[config.mk]
export PLATFORM = sky130hd
export DESIGN_NAME = srtf_process_scheduler_unit
export DESIGN_NICKNAME = d
export VERILOG_FILES = /design/src/sv/srtf_pkg.sv /design/src/sv/srtf_ram.sv /design/src/sv/srtf_process_scheduler_unit.sv
export SDC_FILE = /design/constraint.sdc
export NUM_CORES = 1
export LEC_CHECK = 0
export BUFFER_PORTS_ARGS = -buffer_cell sky130_fd_sc_hd__buf_2
export CAP_MARGIN = 20
export CORE_MARGIN = 2
export CORE_UTILIZATION = 35
export CTS_CLUSTER_SIZE = 8
export DETAILED_ROUTE_END_ITERATION = 10
export GPL_TIMING_DRIVEN = 0
export PLACE_DENSITY = 0.61
export SETUP_SLACK_MARGIN = 0.15
export SYNTH_ARGS = -nofsm -noshare
export SYNTH_HDL_FRONTEND = slang
export SYNTH_SLANG_ARGS = --single-unit
[constraint.sdc]
create_clock -name i_clk -period 10.8 [get_ports i_clk]
set_input_delay 1.08 -clock i_clk [delete_from_list [all_inputs] [get_ports i_clk]]
set_output_delay 1.08 -clock i_clk [all_outputs]
set_load 0.05 [all_outputs]
[src/sv/srtf_pkg.sv]
// Shared types and constants for the shortest-remaining-time-first scheduler.
// Depends on nothing; imported by the scheduler top level.
`default_nettype none
package srtf_pkg;

    // Field widths fixed by the item format
    localparam int ID_W   = 8;
    localparam int TIME_W = 16;

    // Default table depth
    localparam int MAX_PROCESSES_DEF = 16;

    // Saturation value of the time counter
    localparam logic [TIME_W-1:0] TIME_MAX = {TIME_W{1'b1}};

    // Item operation codes
    typedef enum logic {
        OP_LOAD = 1'b0,
        OP_TICK = 1'b1
    } t_opcode;

    // One table entry as stored in the slot RAM
    typedef struct packed {
        logic [ID_W-1:0]   id;
        logic [TIME_W-1:0] arrival;
        logic [TIME_W-1:0] remaining;
    } t_slot;

    localparam int SLOT_W = $bits(t_slot);

endpackage
`default_nettype wire

[src/sv/srtf_ram.sv]
// Generic single-write, single-read synchronous RAM with a registered read port.
// No dependencies.
`default_nettype none
module srtf_ram #(
    parameter int WIDTH = 8,
    parameter int DEPTH = 16,
    localparam int AW   = (DEPTH > 1) ? $clog2(DEPTH) : 1
) (
    input  wire logic             i_clk,
    input  wire logic             i_wr_en,
    input  wire logic [AW-1:0]    i_wr_addr,
    input  wire logic [WIDTH-1:0] i_wr_data,
    input  wire logic             i_rd_en,
    input  wire logic [AW-1:0]    i_rd_addr,
    output logic      [WIDTH-1:0] o_rd_data
);

    logic [WIDTH-1:0] r_mem [DEPTH];

    // Write port and registered read port
    always_ff @(posedge i_clk) begin
        if (i_wr_en) begin
            r_mem[i_wr_addr] <= i_wr_data;
        end
        if (i_rd_en) begin
            o_rd_data <= r_mem[i_rd_addr];
        end
    end

endmodule
`default_nettype wire

[src/sv/srtf_process_scheduler_unit.sv]
// Shortest-remaining-time-first process scheduler: slot table in a RAM, scanned per tick.
// Depends on srtf_pkg and srtf_ram.
//
//   channel | direction | handshake               | payload
//   --------+-----------+-------------------------+-------------------------------------------
//   in      | input     | i_in_valid / o_in_stall | opcode, process_id, arrival_time, burst_time
//   out     | output    | o_out_valid / i_out_stall | ran_id, idle, first_run, completed,
//           |           |                         | tick_time, all_done
//
// A load gives no result. A tick is accepted in idle, then the slot RAM read port
// delivers one entry per cycle to the minimum search, N being the number of loaded
// entries, then the drain state and the write-back state follow. With an empty table
// the scan and drain are skipped.
// Write-back waits while the previous result is still stalled in the output register.
// Synchronous active-low reset clears the entry count, done count, time and started flags.
`default_nettype none
module srtf_process_scheduler_unit #(
    parameter int MAX_PROCESSES = srtf_pkg::MAX_PROCESSES_DEF
) (
    input  wire logic                        i_clk,
    input  wire logic                        i_rst_n,
    // input channel
    input  wire logic                        i_in_valid,
    output logic                             o_in_stall,
    input  wire logic                        i_opcode,
    input  wire logic [srtf_pkg::ID_W-1:0]   i_process_id,
    input  wire logic [srtf_pkg::TIME_W-1:0] i_arrival_time,
    input  wire logic [srtf_pkg::TIME_W-1:0] i_burst_time,
    // output channel
    output logic                             o_out_valid,
    input  wire logic                        i_out_stall,
    output logic      [srtf_pkg::ID_W-1:0]   o_ran_id,
    output logic                             o_idle,
    output logic                             o_first_run,
    output logic                             o_completed,
    output logic      [srtf_pkg::TIME_W-1:0] o_tick_time,
    output logic                             o_all_done
);
    import srtf_pkg::*;

    localparam int IW = (MAX_PROCESSES > 1) ? $clog2(MAX_PROCESSES) : 1;
    localparam int CW = $clog2(MAX_PROCESSES + 1);
    localparam logic [CW-1:0] COUNT_MAX = CW'(MAX_PROCESSES);

    typedef enum logic [1:0] {
        ST_IDLE,
        ST_SCAN,
        ST_DRAIN,
        ST_WB
    } t_state;

    t_state            r_state;
    logic [CW-1:0]     r_count;
    logic [CW-1:0]     r_done;
    logic [TIME_W-1:0] r_time;
    logic [MAX_PROCESSES-1:0] r_started;

    // scan pipeline
    logic [IW-1:0]     r_addr;
    logic              r_cmp_vld;
    logic [IW-1:0]     r_cmp_idx;
    logic              r_found;
    logic [IW-1:0]     r_best_idx;
    t_slot             r_best;

    t_slot             rd_slot;
    t_slot             wr_slot;
    logic              wr_en;
    logic [IW-1:0]     wr_addr;
    logic              in_xfer;
    logic              load_ok;
    logic              take;
    logic              wb_go;
    logic              fin;
    logic [CW-1:0]     n_done;
    logic [TIME_W-1:0] n_time;

    assign o_in_stall = (r_state != ST_IDLE);
    assign in_xfer    = i_in_valid && !o_in_stall;
    assign load_ok    = in_xfer && (t_opcode'(i_opcode) == OP_LOAD) && (r_count < COUNT_MAX);

    // candidate test on the entry just read
    assign take = r_cmp_vld && (rd_slot.arrival <= r_time) && (rd_slot.remaining != '0)
                  && (!r_found || (rd_slot.remaining < r_best.remaining));

    // write-back of the chosen entry, once the output register is free
    assign wb_go  = (r_state == ST_WB) && (!o_out_valid || !i_out_stall);
    assign fin    = r_found && (r_best.remaining == TIME_W'(1));
    assign n_done = fin ? r_done + CW'(1) : r_done;
    assign n_time = (r_time == TIME_MAX) ? r_time : r_time + TIME_W'(1);

    // RAM write mux: loads in idle, decremented entry at write-back
    always_comb begin
        wr_en   = 1'b0;
        wr_addr = r_best_idx;
        wr_slot = r_best;
        wr_slot.remaining = r_best.remaining - TIME_W'(1);
        if (load_ok) begin
            wr_en             = 1'b1;
            wr_addr           = r_count[IW-1:0];
            wr_slot.id        = i_process_id;
            wr_slot.arrival   = i_arrival_time;
            wr_slot.remaining = i_burst_time;
        end else if (wb_go && r_found) begin
            wr_en = 1'b1;
        end
    end

    srtf_ram #(
        .WIDTH (SLOT_W),
        .DEPTH (MAX_PROCESSES)
    ) u_slot_ram (
        .i_clk     (i_clk),
        .i_wr_en   (wr_en),
        .i_wr_addr (wr_addr),
        .i_wr_data (wr_slot),
        .i_rd_en   (r_state == ST_SCAN),
        .i_rd_addr (r_addr),
        .o_rd_data (rd_slot)
    );

    // Sequence loads and ticks, hold scan state and registered outputs
    always_ff @(posedge i_clk) begin
        if (!i_rst_n) begin
            r_state     <= ST_IDLE;
            r_count     <= '0;
            r_done      <= '0;
            r_time      <= '0;
            r_started   <= '0;
            r_cmp_vld   <= 1'b0;
            r_found     <= 1'b0;
            o_out_valid <= 1'b0;
        end else begin
            // drop the result once transferred, unless a new one takes its place
            if (o_out_valid && !i_out_stall && !wb_go) begin
                o_out_valid <= 1'b0;
            end

            r_cmp_vld <= (r_state == ST_SCAN);
            r_cmp_idx <= r_addr;

            // advance the running minimum
            if (take) begin
                r_found    <= 1'b1;
                r_best_idx <= r_cmp_idx;
                r_best     <= rd_slot;
            end

            case (r_state)
                ST_IDLE: begin
                    if (load_ok) begin
                        r_started[r_count[IW-1:0]] <= 1'b0;
                        r_count <= r_count + CW'(1);
                        if (i_burst_time == '0) begin
                            r_done <= r_done + CW'(1);
                        end
                    end
                    if (in_xfer && (t_opcode'(i_opcode) == OP_TICK)) begin
                        r_found <= 1'b0;
                        r_addr  <= '0;
                        r_state <= (r_count == '0) ? ST_WB : ST_SCAN;
                    end
                end
                ST_SCAN: begin
                    if (CW'(r_addr) + CW'(1) == r_count) begin
                        r_state <= ST_DRAIN;
                    end else begin
                        r_addr <= r_addr + IW'(1);
                    end
                end
                ST_DRAIN: begin
                    r_state <= ST_WB;
                end
                ST_WB: begin
                    if (wb_go) begin
                        if (r_found) begin
                            r_started[r_best_idx] <= 1'b1;
                        end
                        r_done      <= n_done;
                        r_time      <= n_time;
                        o_out_valid <= 1'b1;
                        o_ran_id    <= r_found ? r_best.id : '0;
                        o_idle      <= !r_found;
                        o_first_run <= r_found && !r_started[r_best_idx];
                        o_completed <= fin;
                        o_tick_time <= n_time;
                        o_all_done  <= (n_done >= r_count);
                        r_state     <= ST_IDLE;
                    end
                end
                default: begin
                    r_state <= ST_IDLE;
                end
            endcase
        end
    end

endmodule
`default_nettype wire
==> reports/metrics.csv, run 1 <==
stage,metric,value,unit
setup_path,setup.worst_path.class,flip-flop to flip-flop,
setup_path,slowest_delay,740,ps
logic_synthesis,ys_seq_elements,807,
logic_synthesis,ys_seq_area_share,72.1,%
sta,finalCritPeriodShare,35.4,%
drt,drt-initial-drc-count,1854,
setup_path,crit_slowest_cell,clkbuf_1,
clocking,clock_latency,670,ps
clocking,numCtsBuffers,111,
logic_synthesis,synth_fp_nets,2091,
die,coreArea,93300,sq um
logic_synthesis,avgSynthCellArea,16.5,sq um
grt,grt_pass1_vias,19200,
logic_synthesis,yosysTopAreaCellShare,69.2,%
drt,drcViolationCount,0,
clocking,cts_setup_buffers,0,
logic_synthesis,ys_async_sr_fraction,0,%
clocking,cts_max_path_buffers,3,
sta,hold_slack,412,ps
sta,rsz0062_at_grt,no,
logic_synthesis,synth_flop_cell,edfxtp_1,
cells_and_area,drive_gt1_share,20.0,%
grt,antenna_found_initial,1,
power_and_ir_drop,leakage,0.0129,uW
placed_design,port_buffers,74,
clocking,clk_pin_slew_worst_paths,50,ps
cells_and_area,antenna_cells,0,
logic_synthesis,synthDistinctLibCells,79,
drt,first_pass_iters,6,
drt,wl,88.1,mm
logic_synthesis,synth-edff-count,760,
grt,grt_pass1_wl,128,mm
clocking,htreeDepth,3,
die,boundaryPins,75,
die,rows,112,
sta,fin_crit,3820,ps
logic_synthesis,syn_area,33000,sq um
drt,wl_per_cell,25.2,um
clocking,cts_tree,yes,
sta,finalHoldViolCount,0,
sta,worstMarginPinSlew,1190,ps
drt,postRouteAntennaNets,0,
die,die_width,311,um
logic_synthesis,synth_area_leaders,"edfxtp_1, mux4_2, mux2i_1",
grt,grt_max_degree,35,
clocking,cts_resized,0,
die,start_util,35.3,%
die,die_area,96600,sq um
sta,skew,37.5,ps
setup_path,cp_cell_sequence,inv_1 -> ha_1 -> and4bb_1 -> clkbuf_1 -> nand2_1 -> o41ai_1 -> nand2b_1 -> nor2_4 -> buf_12,
setup_path,cp-end-kind,flip-flop,
power_and_ir_drop,peakVddDrop,0.000138,V
grt,track_usage,17.9,%
hold_path,min_path_type,flip-flop to flip-flop,
power_and_ir_drop,powerDensity,212,nW/um^2
grt,grt_overflow,0,
hold_path,worstHoldPathCells,0,
flow_run,drv_cap,0,
sta,setup_viol,0,
cells_and_area,area_growth,17.9,%
logic_synthesis,netlist_instances,1997,
sta,relSlewSlack,20.8,%
placed_design,place.gp.congestion,0.858,
setup_path,crit_path_max_fanout,24,
sta,setup_tns,0,ps
run_status,status,"complete, no violations",
setup_path,start_kind,flip-flop,
logic_synthesis,yosysWarnings,0,
drt,via_count,19000,
logic_synthesis,synth_top_cell_by_area,edfxtp_1,
clocking,cts_root_buffer,clkbuf_16,
logic_synthesis,synth_commonest_cells,"edfxtp_1, nand2_1, mux2i_1, o21ai_0, mux4_2",
drt,detail_route.vias_per_cell,5.41,
die,dieHeight,311,um
setup_path,ff2ff_path_depth,9,
cells_and_area,final_nets,2323,
placed_design,dp_hpwl,58.0,mm
logic_synthesis,yosysMostFrequentCell,edfxtp_1,
setup_path,cp.arrival,4160,ps
clocking,ctsHoldBuffers,0,
setup_path,critPathRequiredTime,11140,ps
clocking,cts.sinks,807,
sta,timing.fmax,262,MHz
sta,slew_viol_final,0,
==> cell families after synthesis <==
group	synth area share, %
AOI/OAI and AO/OA	6.58
xor gates and xnor gates	1.15
adders and majority gates	1.86
buffers and inverters	1.90
DFF	72.1
muxes	11.1
and+or+nand+nor	5.34
==> through the flow <==
stage                     std cells  power [uW]  instance area [sq um]  setup WS [ps]  util [%]
after CTS                      3498        8270                  38800           6950      41.6
after global routing           3504        8500                  38800           6790      41.6
after global placement         3325        5140                  34900           3090      37.4
after detailed placement       3364        5220                  35800           6390      38.4
after floorplan                1997        4660                  33000           6510         -
final                          3504        8230                  38800           6980      41.6
==> final timing paths <==
path / slack (ps) / end / startpoint
worst max-delay path: 6980 / u_slot_ram.r_mem[6][36] / r_state[0]
worst min-delay path: 410 / r_best[39] / u_slot_ram.o_rd_data[39]
worst max register to register: 6980 / u_slot_ram.r_mem[6][36] / r_state[0]
worst min register to register: 410 / r_best[39] / u_slot_ram.o_rd_data[39]
==> routing by layer <==
layer  part of all wire [%]  GRT usage [%]  up-vias
li1                       -              -     8295
met1                     42           24.3     9691
met2                     48           29.6      831
met3                    7.6           3.56      152
met4                    2.4           4.62        0
met5                      0              0        -
==> registers in the layout (all words and copies together), names as in the netlist, 2 cells and up <==
| name | cells |
|---|---|
| u_slot_ram.r_mem | 640 |
| r_best | 40 |
| u_slot_ram.o_rd_data | 40 |
| o_tick_time | 16 |
| r_started | 16 |
| r_time | 16 |
| o_ran_id | 8 |
| r_count | 5 |
| r_done | 5 |
| r_addr | 4 |
| r_best_idx | 4 |
| r_cmp_idx | 4 |
| r_state | 2 |
==> where the power goes <==
| part | total, uW | internal, uW | leakage (uW) | switching [uW] |
|---|---|---|---|---|
| registers | 3770 | 3700 | 0.00726 | 73.2 |
| logic | 1400 | 464 | 0.00420 | 938 |
| clock network | 3060 | 1820 | 0.00145 | 1230 |
==> worst max-delay path: cells and delay by family (launching register included) <==
family                     cells  cell delay [ps]
adders and majority gates      1              200
buffers and inverters          3             1180
AOI/OAI and AO/OA              1              160
and+or+nand+nor                4             1600
DFF                            1              350
==> layout by cell type, fill, tap and decap left out, types with 5 or more instances in the layout <==
cell and instances:
a211oi_1 9, a21o_1 8, a21oi_1 84, a221oi_1 43, a22oi_1 40, a31oi_1 6, and2_1 15, and3_1 8
buf_1 7, buf_12 18, buf_16 14, buf_2 106, buf_4 22, clkbuf_1 65, clkbuf_16 111, dfxtp_1 47
edfxtp_1 760, ha_1 48, inv_1 46, mux2_2 41, mux2i_1 126, mux4_2 85, nand2_1 175, nand2b_1 10
nand3_1 25, nand4_1 15, nor2_1 40, nor2_4 15, nor2b_1 8, nor3_1 8, nor4_1 13, o21ai_0 109
o21ai_1 7, or3_1 5, xnor2_1 37
==> final cells by class <==
type                       count  area [sq um]
buffer                        99           453
clock buffer                 126          2840
clock inverter                 8           124
fill                        8297         54500
inverter                      46           173
multi-input combinational   1045          8720
sequential                   807         23800
tap                         1254          1570
timing repair buffer         119          1210
(Power assumes the default switching activity.)
==> run 2: changes to the inputs <==
--- a/config.mk
+++ b/config.mk
@@ -5,6 +5,7 @@
 export SDC_FILE = /design/constraint.sdc
 export NUM_CORES = 1
 export LEC_CHECK = 0
+export ABC_AREA = 1
 export BUFFER_PORTS_ARGS = -buffer_cell sky130_fd_sc_hd__buf_2
 export CAP_MARGIN = 20
 export CORE_MARGIN = 2
==> constraint.sdc (replaced) <==
create_clock -name i_clk -period 4 [get_ports i_clk]
set_input_delay 0.4 -clock i_clk [delete_from_list [all_inputs] [get_ports i_clk]]
set_output_delay 0.4 -clock i_clk [all_outputs]
set_load 0.05 [all_outputs]
==> run 2 against run 1 <==
Flip-flop and latch count did not move. Clock skew up 12 ps. Final area up 0.71%. Fmax is 7.0% higher. Global-route usage increased by 2.0 points. First-iteration DRC count grew 56%. Critical path type unchanged. Largest cell class unchanged.
==> reports/metrics.csv, run 2 <==
stage,metric,value,unit,change
setup_path,setup.worst_path.class,flip-flop to flip-flop,,
die,coreArea,93500,sq um,+0.15%
clocking,cts_max_path_buffers,3,,unchanged
sta,setup_viol,0,,unchanged
logic_synthesis,syn_area,33100,sq um,+0.36%
cells_and_area,drive_gt1_share,11.8,%,-8.2 points
clocking,cts_root_buffer,clkbuf_16,,
sta,setup_tns,0,ps,unchanged
power_and_ir_drop,powerDensity,610,nW/um^2,+190%
setup_path,critical-path-top-delay-family,simple AND/OR/NAND/NOR gates,,
logic_synthesis,synth_area_leaders,"edfxtp_1, nand2_1, o21ai_0",,
grt,grt_max_degree,31,,-11%
clocking,htreeDepth,3,,unchanged
drt,drt-initial-drc-count,2896,,+56%
sta,finalCritPeriodShare,89.2,%,+54 points
cells_and_area,mostFrequentLayoutCells,"edfxtp_1, nand2_1, o21ai_0, nor2_1, a21oi_1",,
setup_path,cp_cell_sequence,inv_1 -> ha_1 -> nand2_1 -> inv_2 -> nand2_4 -> clkbuf_1 -> a21oi_1 -> nand3_1 -> nor2_4 -> buf_12,,
clocking,clock_latency,690,ps,+20 ps
logic_synthesis,netlist_instances,2726,,+37%
die,dieHeight,311,um,+0.18%
drt,wl_per_cell,23.3,um,-7.5%
grt,grt_overflow,0,,unchanged
clocking,cts_resized,0,,unchanged
sta,rsz0062_at_grt,no,,
setup_path,cp-end-kind,flip-flop,,
logic_synthesis,synthDistinctLibCells,39,,-51%
logic_synthesis,ys_async_sr_fraction,0,%,unchanged
logic_synthesis,synth_fa_ha_area_share,1.85,%,-0.0066 points
logic_synthesis,synth_flop_cell,edfxtp_1,,
sta,fin_crit,3570,ps,-251 ps
grt,grt_pass1_wl,144,mm,+13%
cells_and_area,reg_top3,"u_slot_ram.r_mem x640, r_best x40, u_slot_ram.o_rd_data x40",,
flow_run,drv_cap,0,,unchanged
power_and_ir_drop,leakage,0.0136,uW,+5.5%
hold_path,min_path_type,primary input to flip-flop,,
logic_synthesis,ys_seq_elements,807,,unchanged
cells_and_area,largest_reg_flops,640,,unchanged
grt,track_usage,19.9,%,+2.0 points
cells_and_area,n_fill_cell,8623,,+3.9%
logic_synthesis,yosysWarnings,0,,unchanged
logic_synthesis,synth_top_family_by_area,simple AND/OR/NAND/NOR gates,,
clocking,clk_pin_slew_worst_paths,50,ps,about the same
logic_synthesis,yosysTopAreaCellShare,69.0,%,-0.25 points
placed_design,dp.cells,4094,,+22%
cells_and_area,stdcell_count,4249,,+21%
drt,first_pass_iters,7,,+1
logic_synthesis,avgSynthCellArea,12.1,sq um,-26%
cells_and_area,area_growth,18.3,%,
placed_design,port_buffers,74,,unchanged
die,boundaryPins,75,,unchanged
setup_path,worstPathBufferInverterCount,4,,+1
setup_path,critPathRequiredTime,4360,ps,-6780 ps
drt,via_count,23100,,+22%
logic_synthesis,synth_commonest_cells,"edfxtp_1, nand2_1, o21ai_0, nor2_1, a21oi_1",,
placed_design,place.gp.congestion,0.909,,+5.9%
sta,relSlewSlack,26.9,%,+6.1 points
run_status,status,"complete, no violations",,
sta,finalHoldViolCount,0,,unchanged
clocking,cts_setup_buffers,0,,unchanged
logic_synthesis,synth_mux_area_share,0.102,%,-11 points
logic_synthesis,synthSimpleGateAreaFrac,12.3,%,+6.9 points
die,die_area,97000,sq um,+0.35%
clocking,numCtsBuffers,111,,unchanged
setup_path,crit_slowest_cell,nor2_4,,
cells_and_area,mostFrequentLayoutCell,edfxtp_1,,
drt,detail_route.vias_per_cell,5.44,,+0.41%
clocking,cts_tree,yes,,
drt,postRouteAntennaNets,0,,unchanged
sta,timing.fmax,280,MHz,+7.0%
setup_path,start_kind,flip-flop,,
die,rows,112,,unchanged
logic_synthesis,synth_compound_area_share,10.1,%,+3.6 points
grt,grt_pass1_vias,21800,,+13%
cells_and_area,regMostFlops,u_slot_ram.r_mem,,
cells_and_area,final_nets,3058,,+32%
setup_path,slowest_delay,830,ps,+90 ps
sta,slew_viol_final,0,,unchanged
sta,skew,49.4,ps,+12.0 ps
setup_path,crit_path_max_fanout,21,,-13%
grt,antenna_found_initial,4,,+3
logic_synthesis,synth_fp_nets,2820,,+35%
power_and_ir_drop,peakVddDrop,0.000383,V,+180%
logic_synthesis,synth_top_cell_by_area,edfxtp_1,,
sta,worstMarginPinSlew,1100,ps,-91.5 ps
placed_design,dp_hpwl,66.2,mm,+14%
clocking,cts.sinks,807,,unchanged
setup_path,cp.arrival,3930,ps,-230 ps
cells_and_area,antenna_cells,0,,unchanged
logic_synthesis,yosysMostFrequentCell,edfxtp_1,,
drt,drcViolationCount,0,,unchanged
logic_synthesis,synth-edff-count,760,,unchanged
logic_synthesis,synthXorXnorAreaFrac,0.344,%,-0.81 points
die,die_width,311,um,+0.18%
clocking,ctsHoldBuffers,0,,unchanged
die,start_util,35.4,%,+0.073 points
drt,wl,98.9,mm,+12%
logic_synthesis,ys_seq_area_share,71.8,%,-0.26 points
==> run 2: changes by cell type in the layout (fill, tap and decap cells not counted), moves of 80 or more <==
| cell | delta |
|---|---|
| nand2_1 | +333 |
| nor2_1 | +224 |
| o21ai_0 | +172 |
| mux2i_1 | -126 |
| nand3_1 | +116 |
| mux4_2 | -85 |
| inv_1 | +80 |
==> run 2: report_power, final <==
group	internal [uW]	total (uW)	switching, uW	leakage, uW
registers	10000	10300	287	0.00725
clock network	5080	8480	3400	0.00148
logic	1300	5100	3790	0.00488
total	16400	23900	7480	0.0136
==> run 2: path summary, 6_finish.rpt <==
kind / start / end / slack [ps] / cells after the start
hold reg to reg: u_slot_ram.o_rd_data[38] / r_best[38] / 420 / 0
hold / removal: i_opcode / r_found / 80 / 4
setup / recovery: r_state[1] / u_slot_ram.r_mem[4][25] / 430 / 10
setup reg to reg: r_state[1] / u_slot_ram.r_mem[4][25] / 430 / 10
==> run 2: final cells by class <==
cell class	instances	area, sq um	area share (%)
flip-flops and latches	807	23800	60.7
multi-input cells	1642	8320	21.3
clock buffers	139	2960	7.56
well taps	1254	1570	4.01
repair buffers	125	1260	3.23
plain buffers	144	637	1.63
inverters	133	499	1.28
clock inverters	5	118	0.301
==> run 2: stage by stage <==
step | total power, uW | hold slack (ps) | util (%) | area (sq um) | setup WS, ps
floorplan | 13200 | 400 | - | 33100 | 371
global placement | 15300 | 402 | 37.5 | 35000 | -2390
detailed placement | 15400 | 409 | 38.5 | 35900 | 309
CTS | 23900 | 49.3 | 41.7 | 39000 | 316
global route | 24700 | 96.8 | 41.9 | 39100 | 170
finish | 23900 | 78.3 | 41.9 | 39100 | 432
==> run 2: worst min-delay path, cell delays in order <==
cell and delay, ps:
buf_2 120, nand2_1 80, nand2_1 70, a21oi_1 40
==> run 2: routing by layer <==
| metal | vias up | track usage (%) | share of wire, % |
|---|---|---|---|
| li1 | 10300 | - | - |
| met1 | 11300 | 27.3 | 41 |
| met2 | 1196 | 32.2 | 47 |
| met3 | 227 | 3.53 | 9.0 |
| met4 | 2 | 6.50 | 3.3 |
| met5 | - | 0 | 0.013 |
==> run 2: logic make-up (layout without fill, tap and decap cells) <==
logic type,Yosys count,count (layout)
simple gates,994,994
flops,807,807
compound gates,583,583
buf+inv,277,546
fa+ha+maj,49,49
xor+xnor,13,13
mux,3,3
==> run 3: changes to the inputs <==
--- a/config.mk
+++ b/config.mk
@@ -10,6 +10,7 @@
 export CAP_MARGIN = 20
 export CORE_MARGIN = 2
 export CORE_UTILIZATION = 35
+export CTS_CLUSTER_DIAMETER = 50
 export CTS_CLUSTER_SIZE = 8
 export DETAILED_ROUTE_END_ITERATION = 10
 export GPL_TIMING_DRIVEN = 0
==> constraint.sdc (replaced) <==
create_clock -name i_clk -period 4 [get_ports i_clk]
set_input_delay 1 -clock i_clk [delete_from_list [all_inputs] [get_ports i_clk]]
set_output_delay 1 -clock i_clk [all_outputs]
set_load 0.05 [all_outputs]
==> run 3 against run 2 <==
Total power is 0.41% higher. Final area rose by 0.18%. Largest power group unchanged. Critical path type unchanged. Largest cell class unchanged. Critical path depth stayed put. Highest routed layer unchanged. Utilization increased by 0.076 points. Critical endpoint is now u_slot_ram.r_mem[4][26].
==> reports/metrics.csv, run 3 (synthesis gave the netlist of run 2 again) <==
stage,metric,value,unit,change
sta,timing.fmax,277,MHz,-1.1%
sta,finalHoldViolCount,0,,unchanged
setup_path,crit_path_max_fanout,21,,unchanged
sta,fin_crit,3610,ps,+40.3 ps
drt,postRouteAntennaNets,0,,unchanged
cells_and_area,fin_area,39200,sq um,+0.18%
power_and_ir_drop,peakVddDrop,0.000365,V,-4.9%
cells_and_area,regMostFlops,u_slot_ram.r_mem,,
sta,hold_slack,416,ps,+338 ps
clocking,cts_tree,yes,,
drt,wl_per_cell,23.2,um,-0.13%
sta,relSlewSlack,28.9,%,+1.9 points
setup_path,slowest_delay,850,ps,+20 ps
cells_and_area,largest_reg_flops,640,,unchanged
placed_design,place_ws,-48.9,ps,-358 ps
setup_path,cp_cell_sequence,inv_1 -> ha_1 -> nand2_1 -> inv_2 -> nand2_4 -> clkbuf_1 -> a21oi_1 -> nand3_1 -> nor2_4 -> buf_12,,
die,boundaryPins,75,,unchanged
setup_path,cp.arrival,3980,ps,+50 ps
clocking,cts.sinks,807,,unchanged
die,rows,112,,unchanged
grt,antenna_found_initial,4,,unchanged
placed_design,place.gp.congestion,0.909,,unchanged
cells_and_area,drive_gt1_share,12.1,%,+0.36 points
setup_path,cp-end-kind,flip-flop,,
drt,drt-initial-drc-count,2938,,+1.5%
cells_and_area,stdcell_count,4251,,+0.047%
setup_path,setup.worst_path.class,flip-flop to flip-flop,,
clocking,numCtsBuffers,115,,+3.6%
setup_path,start_kind,flip-flop,,
setup_path,crit_slowest_cell,nor2_4,,
clocking,cts_resized,0,,unchanged
power_and_ir_drop,leakage,0.0137,uW,+0.31%
placed_design,dp_hpwl,66.2,mm,unchanged
drt,via_count,22900,,-0.65%
die,die_width,311,um,unchanged
sta,setup_tns,0,ps,unchanged
drt,drcViolationCount,0,,unchanged
sta,skew,36.6,ps,-12.8 ps
grt,track_usage,19.9,%,about the same
clocking,clock_latency,680,ps,about the same
setup_path,worstPathBufferInverterCount,4,,unchanged
sta,worstMarginPinSlew,1070,ps,-29.0 ps
setup_path,critical-path-top-delay-family,simple AND/OR/NAND/NOR gates,,
setup_path,critPathRequiredTime,4370,ps,about the same
cells_and_area,final_nets,3062,,+0.13%
flow_run,drv_cap,0,,unchanged
sta,setup_viol,0,,unchanged
placed_design,dp.cells,4094,,unchanged
grt,grt_max_degree,31,,unchanged
sta,slew_viol_final,0,,unchanged
die,dieHeight,311,um,unchanged
cells_and_area,area_growth,18.5,%,
drt,first_pass_iters,6,,-1
grt,grt_overflow,0,,unchanged
clocking,htreeDepth,3,,unchanged
run_status,status,"complete, no violations",,
grt,grt_pass1_vias,21800,,-0.060%
hold_path,min_path_type,flip-flop to flip-flop,,
placed_design,placed_cell_area,35900,sq um,unchanged
cells_and_area,mostFrequentLayoutCell,edfxtp_1,,
drt,wl,98.8,mm,about the same
die,die_area,97000,sq um,unchanged
cells_and_area,antenna_cells,0,,unchanged
cells_and_area,reg_top3,"u_slot_ram.r_mem x640, r_best x40, u_slot_ram.o_rd_data x40",,
sta,finalCritPeriodShare,90.2,%,+1.0 points
cells_and_area,mostFrequentLayoutCells,"edfxtp_1, nand2_1, o21ai_0, nor2_1, a21oi_1",,
drt,detail_route.vias_per_cell,5.40,,-0.69%
die,coreArea,93500,sq um,unchanged
grt,grt_pass1_wl,144,mm,about the same
placed_design,port_buffers,74,,unchanged
sta,rsz0062_at_grt,no,,
die,start_util,35.4,%,unchanged
clocking,cts_root_buffer,clkbuf_16,,
clocking,clk_pin_slew_worst_paths,50,ps,about the same
power_and_ir_drop,powerDensity,611,nW/um^2,+0.23%
clocking,cts_max_path_buffers,3,,unchanged
sta,worst_slack,391,ps,-40.3 ps
-- run 3: cell types whose count changed in the layout (fill, tap and decap cells not counted) --
cell and delta:
clkinvlp_4 +1, clkinv_8 +2, clkbuf_16 +1, clkinv_1 +2
inv_6 +2, clkbuf_1 -11, clkinv_4 +1, clkbuf_8 +1
inv_16 -1, clkinv_2 +4
-- run 3: path summary, 6_finish.rpt --
| path | startpoint | to | slack (ps) | cells after the start |
|---|---|---|---|---|
| worst min-delay path | u_slot_ram.o_rd_data[36] | r_best[36] | 420 | 0 |
| worst max register to register | r_state[1] | u_slot_ram.r_mem[4][26] | 390 | 10 |
| worst max-delay path | r_state[1] | u_slot_ram.r_mem[4][26] | 390 | 10 |
| worst min register to register | u_slot_ram.o_rd_data[36] | r_best[36] | 420 | 0 |
-- run 3: through the flow --
stage          utilization [%]  power (uW)
2_1_floorplan                -       13200
3_3_place_gp              37.5       15300
3_5_place_dp              38.5       15400
4_1_cts                   41.8       24000
5_1_grt                   41.9       24800
6_report                  41.9       24000
-- run 3: per-layer routing --
metal / GRT usage (%) / wire length [um] / vias up
met1: 27.2 / 40500 / 11200
met3: 3.77 / 9330 / 178
met4: 5.86 / 2660 / 2
met2: 32.4 / 46300 / 1185
met5: 0 / 7 / -
li1: - / - / 10300
-- run 3: area by class of cell --
| cell class | count | area, sq um |
|---|---|---|
| plain buffers | 144 | 637 |
| clock inverters | 16 | 191 |
| repair buffers | 125 | 1260 |
| flip-flops and latches | 807 | 23800 |
| well taps | 1254 | 1570 |
| fillers | 8617 | 54300 |
| clock buffers | 130 | 2950 |
| multi-input cells | 1642 | 8320 |
| inverters | 133 | 499 |
-- run 3: worst reg2reg max path, stage by stage (launching register included) --
cell and delay, ps:
dfxtp_1 320, inv_1 110, ha_1 320, nand2_1 100, inv_2 90, nand2_4 70
clkbuf_1 290, a21oi_1 450, nand3_1 410, nor2_4 850, buf_12 300
-- run 3: repair_timing --
action | CTS | global route
setup buffers | 0 | 10
hold buffers | 0 | 0
endpoints found under the setup margin | 0 | 91
-- run 3: report_power, final --
part	total [uW]	switching [uW]	internal, uW
Sequential	10300	287	10000
Combinational	5090	3790	1300
Clock	8580	3440	5130
Total	24000	7520	16400
